--- src/rtl/row_softmax_core_assert.svh ---
// Assertion macros shared by the row softmax RTL.
`ifndef ROW_SOFTMAX_CORE_ASSERT_SVH
`define ROW_SOFTMAX_CORE_ASSERT_SVH

// Implication checked on every rising clock edge outside reset.
`define RSM_ASSERT_IMP(label, clk, rst_n, ante, cons, msg) \
  label: assert property (@(posedge clk) disable iff (!rst_n) (ante) |-> (cons)) \
    else $error(msg);

// Next-cycle implication checked outside reset.
`define RSM_ASSERT_NXT(label, clk, rst_n, ante, cons, msg) \
  label: assert property (@(posedge clk) disable iff (!rst_n) (ante) |=> (cons)) \
    else $error(msg);

`endif

--- src/rtl/rsm_pkg.sv ---
// Shared types and constants for the row softmax block.
`timescale 1ns / 1ps
package rsm_pkg;

  localparam int unsigned ExpW = 32;
  localparam int unsigned SumW = 38;
  localparam logic [26:0] OneQ26 = 27'd67108864;
  localparam logic [25:0] Ln2Q26 = 26'd46516320;
  // |v| * 2^16 / Ln2Q26 equals |v| * 2^11 / 1453635; this is floor(2^43 / 1453635).
  localparam logic [22:0] RecipLn2 = 23'd6051101;

  typedef struct packed {
    logic signed [15:0] value;
    logic               row_end;
  } rsm_in_t;

  typedef struct packed {
    logic [16:0] prob;
    logic        last_out;
    logic        clipped;
  } rsm_out_t;

  // Exponent unit to core status.
  typedef struct packed {
    logic            done;
    logic [ExpW-1:0] ev;
    logic            sat;
  } rsm_exp_res_t;

  // Floor(2^30 / k) for k in 1..10, used to divide by the Taylor term index.
  function automatic logic [30:0] recip_k(input logic [3:0] k);
    logic [30:0] r;
    case (k)
      4'd1:    r = 31'd1073741824;
      4'd2:    r = 31'd536870912;
      4'd3:    r = 31'd357913941;
      4'd4:    r = 31'd268435456;
      4'd5:    r = 31'd214748364;
      4'd6:    r = 31'd178956970;
      4'd7:    r = 31'd153391689;
      4'd8:    r = 31'd134217728;
      4'd9:    r = 31'd119304647;
      4'd10:   r = 31'd107374182;
      default: r = 31'd1073741824;
    endcase
    return r;
  endfunction

endpackage

--- src/rtl/rsm_exp.sv ---
// Multi-cycle fixed-point exponential, Q5.10 in, saturating Q16.16 out.
`timescale 1ns / 1ps
module rsm_exp import rsm_pkg::*; (
  input  logic               clk_i,
  input  logic               rst_ni,
  input  logic               start_i,
  input  logic signed [15:0] value_i,
  output rsm_exp_res_t       res_o
);

  typedef enum logic [8:0] {
    S_IDLE = 9'b000000001,
    S_EST  = 9'b000000010,
    S_CORR = 9'b000000100,
    S_SIGN = 9'b000001000,
    S_MUL  = 9'b000010000,
    S_QEST = 9'b000100000,
    S_QCOR = 9'b001000000,
    S_OUT  = 9'b010000000,
    S_DONE = 9'b100000000
  } exp_state_e;

  exp_state_e        state_q, state_d;
  logic              neg_q, neg_d;
  logic [15:0]       mag_q, mag_d;
  logic [5:0]        qe_q, qe_d;
  logic [5:0]        qf_q, qf_d;
  logic [25:0]       rf_q, rf_d;
  logic signed [6:0] n_q, n_d;
  logic [25:0]       r_q, r_d;
  logic [26:0]       e_q, e_d;
  logic [3:0]        k_q, k_d;
  logic [52:0]       prod_q, prod_d;
  logic [26:0]       qk_q, qk_d;
  logic [ExpW-1:0]   ev_q, ev_d;
  logic              sat_q, sat_d;

  // Datapath terms: range reduction, term quotient and final scaling.
  logic [38:0] est_prod;
  logic [31:0] red_prod;
  logic [31:0] red_rem;
  logic [26:0] t_val;
  logic [57:0] q_prod;
  logic [30:0] qk_prod;
  logic [30:0] q_diff;
  logic [26:0] q_fix;
  logic [2:0]  sh_up;
  logic [6:0]  s_dn;
  logic [4:0]  sh_dn;
  logic [28:0] e_rnd;

  always_comb begin
    // floor(|x| / ln2) estimate, low by at most one
    est_prod = {23'd0, mag_q} * {16'd0, RecipLn2};
    red_prod = {26'd0, qe_q} * {6'd0, Ln2Q26};
    red_rem  = {mag_q, 16'd0} - red_prod;
    // floor(t / k) estimate by reciprocal, low by at most one
    t_val    = prod_q[52:26];
    q_prod   = {31'd0, t_val} * {27'd0, recip_k(k_q)};
    qk_prod  = {4'd0, qk_q} * {27'd0, k_q};
    q_diff   = {4'd0, t_val} - qk_prod;
    q_fix    = (q_diff >= {27'd0, k_q}) ? qk_q + 27'd1 : qk_q;
    // output scaling by 2^(n-10); large right shifts all round to zero
    sh_up    = 3'(n_q - 7'sd10);
    s_dn     = $unsigned(7'sd10 - n_q);
    sh_dn    = (s_dn > 7'd28) ? 5'd28 : s_dn[4:0];
    e_rnd    = ({2'd0, e_q} + (29'd1 << (sh_dn - 5'd1))) >> sh_dn;
  end

  always_comb begin
    state_d = state_q;
    neg_d   = neg_q;
    mag_d   = mag_q;
    qe_d    = qe_q;
    qf_d    = qf_q;
    rf_d    = rf_q;
    n_d     = n_q;
    r_d     = r_q;
    e_d     = e_q;
    k_d     = k_q;
    prod_d  = prod_q;
    qk_d    = qk_q;
    ev_d    = ev_q;
    sat_d   = sat_q;
    case (state_q)
      S_IDLE: begin
        if (start_i) begin
          neg_d   = value_i[15];
          mag_d   = value_i[15] ? (~$unsigned(value_i) + 16'd1) : $unsigned(value_i);
          state_d = S_EST;
        end
      end
      S_EST: begin
        qe_d    = est_prod[37:32];
        state_d = S_CORR;
      end
      S_CORR: begin
        if (red_rem >= {6'd0, Ln2Q26}) begin
          qf_d = qe_q + 6'd1;
          rf_d = 26'(red_rem - {6'd0, Ln2Q26});
        end else begin
          qf_d = qe_q;
          rf_d = red_rem[25:0];
        end
        state_d = S_SIGN;
      end
      S_SIGN: begin
        // negative x: n = -ceil(|x| / ln2), remainder taken from the top
        if (!neg_q) begin
          n_d = $signed({1'b0, qf_q});
          r_d = rf_q;
        end else if (rf_q == '0) begin
          n_d = -$signed({1'b0, qf_q});
          r_d = '0;
        end else begin
          n_d = -$signed({1'b0, qf_q}) - 7'sd1;
          r_d = Ln2Q26 - rf_q;
        end
        e_d     = OneQ26;
        k_d     = 4'd10;
        state_d = S_MUL;
      end
      S_MUL: begin
        prod_d  = {26'd0, e_q} * {27'd0, r_q};
        state_d = S_QEST;
      end
      S_QEST: begin
        qk_d    = q_prod[56:30];
        state_d = S_QCOR;
      end
      S_QCOR: begin
        e_d = OneQ26 + q_fix;
        if (k_q == 4'd1) begin
          state_d = S_OUT;
        end else begin
          k_d     = k_q - 4'd1;
          state_d = S_MUL;
        end
      end
      S_OUT: begin
        if (n_q >= 7'sd16) begin
          ev_d  = '1;
          sat_d = 1'b1;
        end else if (n_q >= 7'sd10) begin
          ev_d  = {5'd0, e_q} << sh_up;
          sat_d = 1'b0;
        end else begin
          ev_d  = {3'd0, e_rnd};
          sat_d = 1'b0;
        end
        state_d = S_DONE;
      end
      S_DONE: begin
        state_d = S_IDLE;
      end
      default: state_d = S_IDLE;
    endcase
  end

  always_ff @(posedge clk_i or negedge rst_ni) begin
    if (!rst_ni) begin
      state_q <= S_IDLE;
    end else begin
      state_q <= state_d;
    end
  end

  always_ff @(posedge clk_i) begin
    neg_q  <= neg_d;
    mag_q  <= mag_d;
    qe_q   <= qe_d;
    qf_q   <= qf_d;
    rf_q   <= rf_d;
    n_q    <= n_d;
    r_q    <= r_d;
    e_q    <= e_d;
    k_q    <= k_d;
    prod_q <= prod_d;
    qk_q   <= qk_d;
    ev_q   <= ev_d;
    sat_q  <= sat_d;
  end

  assign res_o.done = (state_q == S_DONE);
  assign res_o.ev   = ev_q;
  assign res_o.sat  = sat_q;

endmodule

--- config.mk ---
export PLATFORM = sky130hd
export DESIGN_NAME = rsm_exp
export DESIGN_NICKNAME = d
export VERILOG_FILES = /design/src/rtl/row_softmax_core_assert.svh /design/src/rtl/rsm_pkg.sv /design/src/rtl/rsm_exp.sv
export SDC_FILE = /design/constraint.sdc
export NUM_CORES = 2
export LEC_CHECK = 0
export ABC_AREA = 1
export BUFFER_PORTS_ARGS = -buffer_cell sky130_fd_sc_hd__buf_2
export CORE_MARGIN = 4
export CORE_UTILIZATION = 35
export DETAILED_ROUTE_END_ITERATION = 10
export SETUP_SLACK_MARGIN = 0.15
export SYNTH_ARGS = -nofsm -noshare
export SYNTH_HDL_FRONTEND = slang
export SYNTH_SLANG_ARGS = --single-unit
export TNS_END_PERCENT = 50
--- constraint.sdc ---
create_clock -name clk_i -period 10.6 [get_ports clk_i]
set_input_delay 0.53 -clock clk_i [delete_from_list [all_inputs] [get_ports clk_i]]
set_output_delay 0.53 -clock clk_i [all_outputs]
set_load 0.05 [all_outputs]
[Yosys cells after proc, flatten, opt, wreduce, memory -nomap -nowiden]
Memories as Yosys holds them, arrays and structs flattened. A register that Yosys moved wholly into a read port is not among the register bits.
Cells that the tools add are included.
Storage, ports and cells
  bits in registers: 241
  bits in read-only memories: 496
  output and inout bits: 34
  word-level logic and storage cells: 80
  memories: 1
Memory list
  (no name shown): words 16, width 31, rd ports 1, clocked after memory_dff 1, write ports 0, RTL line rsm_pkg.sv:33  | case (k)
Operators by class
  add/sub/neg operators: 15
  $mul: 5
  $lt $le $gt $ge: 5
  equal/unequal tests: 12
  shift-type cells: 3
  muxes and demuxes: 18
  bitwise gates (word level): 1
  reductions and logical operators: 4
Operators by type and width (number)
  two-way mux 26 bit: 3
  case mux 9 bit (8 select lines): 1
  multiplier 27 x 31 -> 57 bit: 1
  case mux 27 bit (2 select lines): 1
  multiplier 27 x 26 -> 53 bit: 1
  multiplier 16 x 23 -> 38 bit, second input constant: 1
  >= comparator 32 x 26 -> 1 bit, second input constant: 1
  two-way mux 32 bit: 1
  left shift 27 x 3 -> 32 bit: 1
  subtractor 32 bit: 1
  >= comparator 31 x 4 -> 1 bit: 1
  multiplier 27 x 4 -> 31 bit: 1
  subtractor 27 x 31 -> 31 bit: 1
  adder 27 x 29 -> 29 bit: 1
  left shift 1 x 5 -> 29 bit, first input constant: 1
  >> shifter 29 x 5 -> 29 bit: 1
  adder 27 x 1 -> 27 bit, second input constant: 1
  adder 27 bit, first input constant: 1
  multiplier 6 x 21 -> 27 bit, second input constant: 1
  two-way mux 27 bit: 1
  zero test 26 bit: 1
  subtractor 26 bit, first input constant: 1
  subtractor 26 bit, second input constant: 1
  adder 16 x 1 -> 16 bit, second input constant: 1
  other kinds (33): 37

[Longest topological paths before layout]
  word-level depth: 8
  depth in mapped cells: 43

[Least setup slack after synthesis]
Ideal clock, no wire load.
  path type: register -> register
  from: reg prod_q[32]
  to: reg qk_q[24], data pin
  setup time: 0.264 ns
  arrival time: 6.323 ns
  data required time: 10.336 ns
  slack: 4.013 ns
  cell stages (with the launch flop): 27
  buffers on the path: 2
  clock period less this slack: 6.587 ns
  cell sequence: edfxtp_1 clkbuf_1 clkbuf_1 nand2_1 fa_1 inv_1 fa_1 fa_1 inv_1 fa_1 inv_1 fa_1 fa_1 inv_1 fa_1 inv_1 ha_1 nand2_1 nor2_1 inv_1 nor4_1 nand3_1 o2111ai_1 nand2_1 o211ai_1 a31oi_1 xor2_1
Between the ends
  longest elaborated chain between the ends: 1
RTL lines
  from (decl): RTL line rsm_exp.sv:33  | logic [52:0] prod_q, prod_d;
  from (signal assigned): RTL line rsm_exp.sv:178  | prod_q <= prod_d;
  multiplier 27 x 31 -> 57 bit: RTL line rsm_exp.sv:59  | q_prod = {31'd0, t_val} * {27'd0, recip_k(k_q)};
  via q_prod[54]: RTL line rsm_exp.sv:43  | logic [57:0] q_prod;
  to (signal assigned): RTL line rsm_exp.sv:179  | qk_q <= qk_d;
  to (decl): RTL line rsm_exp.sv:34  | logic [26:0] qk_q, qk_d;
The timed path passes the listed nets, and every way through them passes these cells.
A chain may end at the register's enable or synchronous reset.

[Final worst setup path]
  from: reg n_q[1]
  to: reg ev_q[7], data pin
Between the ends
  longest elaborated chain between the ends: 8
  elaborated cells between the ends (all ways): 12
RTL lines
  from (decl): RTL line rsm_exp.sv:29  | logic signed [6:0] n_q, n_d;
  from (signal assigned): RTL line rsm_exp.sv:174  | n_q <= n_d;
  subtractor 5 x 7 -> 7 bit: RTL line rsm_exp.sv:65  | s_dn = $unsigned(7'sd10 - n_q);
  > comparator 7 x 5 -> 1 bit: RTL line rsm_exp.sv:66  | sh_dn = (s_dn > 7'd28) ? 5'd28 : s_dn[4:0];
  two-way mux 5 bit: RTL line rsm_exp.sv:66
  subtractor 5 x 1 -> 5 bit: RTL line rsm_exp.sv:67  | e_rnd = ({2'd0, e_q} + (29'd1 << (sh_dn - 5'd1))) >> sh_dn;
  left shift 1 x 5 -> 29 bit: RTL line rsm_exp.sv:67
  adder 27 x 29 -> 29 bit: RTL line rsm_exp.sv:67
  >> shifter 29 x 5 -> 29 bit: RTL line rsm_exp.sv:67
  two-way mux 32 bit: RTL line rsm_exp.sv:144  | end else if (n_q >= 7'sd10) begin
  to (signal assigned): RTL line rsm_exp.sv:180  | ev_q <= ev_d;
  to (decl): RTL line rsm_exp.sv:35  | logic [ExpW-1:0] ev_q, ev_d;
Parallel ways exist; a longest one is shown, timed or not.

==> results.md <==
Yosys:
- The synthesized design contains 220 register bits.
- In the synthesized netlist the dominant register cell turns out to be sky130_fd_sc_hd__edfxtp_1.
- Of the synthesized area, sequential elements account for 0.09415.
- The share of synthesized area in the top cell type comes to 0.3559.
- The share of flip-flops with an asynchronous set or reset is 0.04091.
- In the synthesized netlist, the number of instances is 8826.
- The net count after synthesis is 10770.
- The Yosys warning count is 0.
- The number of enable flip-flop cells after synthesis is 195.
- The synthesized netlist contains 70 unique library cells.
- The netlist area before placement is 0.06800 mm^2.
- The post-synthesis cell type with the largest combined area is sky130_fd_sc_hd__fa_1.
- The mean area per synthesized cell is 7.705 um^2.
- Sorting the synthesized cells by area gives the leading types as sky130_fd_sc_hd__fa_1 (36%), sky130_fd_sc_hd__inv_1 (14%), sky130_fd_sc_hd__ha_1 (13%).

Floorplan:
- The horizontal die dimension is 448.8 um.
- The die area is 0.2014 mm^2.
- For this design the top-level I/O count stands at 53.
- In this run the standard cell core region covers 0.1928 mm^2.
- The die is 448.8 um tall.
- The row count is 161.
- The starting density of the core is 0.3527.

GRT:
- After global routing, the most crowded layer is met2.
- The via count of the first global-routing pass is 58720.
- The largest net degree at the start of global routing is 42.
- Global routing finished with a remaining overflow of 0.
- The met3 usage in global routing is 0.02749.
- The global router's overall resource usage is 0.2115.
- The initial antenna violation count is 4.
- The first-pass GRT wire length is 335200 um.
- The met1 usage in global routing is 0.2757.
- The met2 track demand over resource in global routing is 0.3552.

Clocking:
- The clock latency at the later pin of the worst-skew pair is 0.62 ns.
- CTS built an H-tree with a depth of 1.
- The clock passes through at most 3 buffers.
- The CTS tree is done.
- Counting the buffers created by CTS gives 31.
- The number of buffers inserted to repair setup after CTS is 0.
- The CTS clock-pin slew for the worst setup and hold paths is 0.06 ns.
- The library cell used as clock root buffer is sky130_fd_sc_hd__clkbuf_16.
- The clock sink count is 220.

Detailed routing:
- After detailed routing, the total wire length is 213600 um.
- The number of antenna-violating nets in the routed design is 0.
- In the routed layout, each cell is associated on average with a via count of 4.962.
- The DRC violation total after the first TritonRoute iteration is 3907.
- The detailed-routing iteration count for the pre-antenna-repair pass is 6.
- The total via count in the routed design is 55860.
- The wire length per cell after detailed routing is 18.98 um.
- After detailed routing, the number of remaining DRC violations is 0.

Final layout:
- The ratio of cells with drive above 1 in the final layout is 0.03230.
- The post-layout instance area is 0.07209 mm^2.
- The library cell used most frequently in the layout, excluding fill and tap cells, is sky130_fd_sc_hd__inv_1.
- In the final design database the tool counted 10650 nets.
- The number of filler cells placed in the layout is 19960.
- The area added between synthesis and finish is 6.016%.
- For this run, the share of the core covered by cells in the final layout is 0.3740.
- Leaving out fill and tap cells, the most frequent cells in the layout are sky130_fd_sc_hd__inv_1 (2450), sky130_fd_sc_hd__nand2_1 (2147), sky130_fd_sc_hd__fa_1 (1209), sky130_fd_sc_hd__ha_1 (712), sky130_fd_sc_hd__nor2_1 (366).

Critical path:
- The cell type of the slowest stage on the worst timing path is sky130_fd_sc_hd__nor2_2.
- At the worst endpoint, the required time is 10.95 ns.
- The maximum fanout encountered on the critical timing path is 32.
- The data arrival time of the worst path is 8.88 ns.
- STA classifies the critical path startpoint as a flip-flop.
- The maximum cell stage delay along the critical path is 0.81 ns.
- The worst setup path is of the reg -> reg kind.
- The worst setup path is captured at a flip-flop.
- The cell type with the highest occurrence count on the critical path is sky130_fd_sc_hd__inv_1.

Timing:
- The achievable frequency is 117.1 MHz.
- Between clock sinks in the finished design, the worst skew comes to 0.03272 ns.
- The final-report setup violation count is 0.
- The number of hold-slack violations in the final timing report is 0.
- Of the available clock period, the critical path in the final layout requires 0.8053.
- The routed design could run at a clock period as short as 8.536 ns.
- The count of pins over their slew limit is 0.
- For the pin with the worst max-slew slack, the measured transition is 1.188 ns.
- Setup repair after global routing left no endpoint under its margin.
- Adding up every negative setup slack in the final design gives 0 ns.
- The worst slew margin relative to its limit is 0.2078.

Status:
- The flow ran to the end, and the final reports show no timing, DRC or antenna violations.

Place:
- After detailed placement, the total cell area comes to 0.07102 mm^2.
- The congestion estimate from routability-driven global placement came to 0.9487.
- The placed wire-length estimate is 174600 um.
- The count of buffers added on input and output ports is 52.

Min path:
- The min-delay analysis places its worst path in the category in -> reg.

Flow run:
- The max-cap check violation count is 0.
[sequential cells by signal, indices dropped and copies added (netlist names), named ones only]
name / flops
e_q: 27
ev_q: 32
k_q: 4
mag_q: 16
n_q: 7
neg_q: 1
prod_q: 27
qe_q: 6
qf_q: 6
qk_q: 27
r_q: 21
rf_q: 20
sat_q: 1
state_q: 9
[metal layers]
layer | part of all wire | up-vias
met4 | 0.049 | 0
li1 | - | 25980
met1 | 0.42 | 27480
met3 | 0.068 | 439
met5 | 0 | -
met2 | 0.47 | 1968
[path summary, 6_finish.rpt]
check,cells past startpoint,endpoint,startpoint,slack (ns)
max,35,ev_q[7],n_q[1],2.06
min,1,mag_q[0],value_i[0],0.12
max reg2reg,35,ev_q[7],n_q[1],2.06
min reg2reg,1,state_q[3],state_q[8],0.53
max in group asynchronous,2,state_q[0],rst_ni,9.90
min in group asynchronous,2,state_q[8],rst_ni,0.45
[through the flow]
step / hold slack [ns] / std cells / worst slack (ns)
floorplan: 0.2344 / 8826 / 4.013
global placement: 0.3981 / 11200 / 2.272
detailed placement: 0.3974 / 11200 / 2.293
CTS: 0.07968 / 11260 / 2.296
global route: 0.1048 / 11260 / 1.382
finish: 0.1216 / 11260 / 2.064
[worst max-delay path: cells and delay by family, from the launching register on]
family | cells | cell delay [ns]
buffers and inverters | 9 | 2.09
DFF | 1 | 0.32
xor gates and xnor gates | 1 | 0.32
AOI/OAI and AO/OA | 8 | 1.88
adders and majority gates | 2 | 0.64
and+or+nand+nor | 15 | 2.99
[logic make-up (layout without fill, tap and decap cells)]
logic type               Yosys count  count (layout)  share of synthesized area
AND/OR/NAND/NOR                 3058            3058                     0.1849
buffers and inverters           2766            2671                     0.1532
adder cells (fa/ha/maj)         1921            1921                     0.4869
AO/OA/AOI/OAI                    675             675                    0.05579
flip-flops                       220             220                    0.09415
XOR/XNOR                         184             184                    0.02484
multiplexers                       2               2                  0.0002944
other                              0               2                          0
[Yosys cell counts (9+ instances only)]
master,instances
sky130_fd_sc_hd__nand2_1,2147
sky130_fd_sc_hd__o21ai_0,194
sky130_fd_sc_hd__a21o_1,16
sky130_fd_sc_hd__o21bai_1,11
sky130_fd_sc_hd__nor3_1,73
sky130_fd_sc_hd__nand3_1,277
sky130_fd_sc_hd__inv_2,10
sky130_fd_sc_hd__a31oi_1,49
sky130_fd_sc_hd__clkbuf_1,276
sky130_fd_sc_hd__fa_1,1209
sky130_fd_sc_hd__inv_1,2450
sky130_fd_sc_hd__nand3b_1,19
sky130_fd_sc_hd__a21oi_1,300
sky130_fd_sc_hd__ha_1,712
sky130_fd_sc_hd__xor2_1,117
sky130_fd_sc_hd__o31ai_1,9
sky130_fd_sc_hd__nor2_2,14
sky130_fd_sc_hd__nor4_1,16
sky130_fd_sc_hd__nor2_1,368
sky130_fd_sc_hd__nand4_1,91
sky130_fd_sc_hd__o211ai_1,23
sky130_fd_sc_hd__nand2_2,11
sky130_fd_sc_hd__dfxtp_1,16
sky130_fd_sc_hd__buf_1,16
sky130_fd_sc_hd__xnor2_1,62
sky130_fd_sc_hd__o21a_1,11
sky130_fd_sc_hd__edfxtp_1,195
[timing repair]
action,in CTS,in global routing
hold buffers,1,0
hold endpoints to repair,9,0
resized for setup,0,0
[cell type report]
| class | count | area [um^2] | share of cell area |
|---|---|---|---|
| multi-input cells | 5840 | 51210 | 0.7103 |
| clock buffers | 37 | 808.3 | 0.01121 |
| inverters | 2462 | 9241 | 0.1282 |
| repair buffers | 151 | 1006 | 0.01395 |
| clock inverters | 21 | 250.2 | 0.003471 |
| flip-flops and latches | 220 | 6411 | 0.08893 |
| diodes | 2 | 5.005 | 0.00006942 |
| well taps | 2526 | 3161 | 0.04384 |
Power is not shown: default switching activity piles up to over one toggle a cycle in this logic, so the estimate is an artifact.
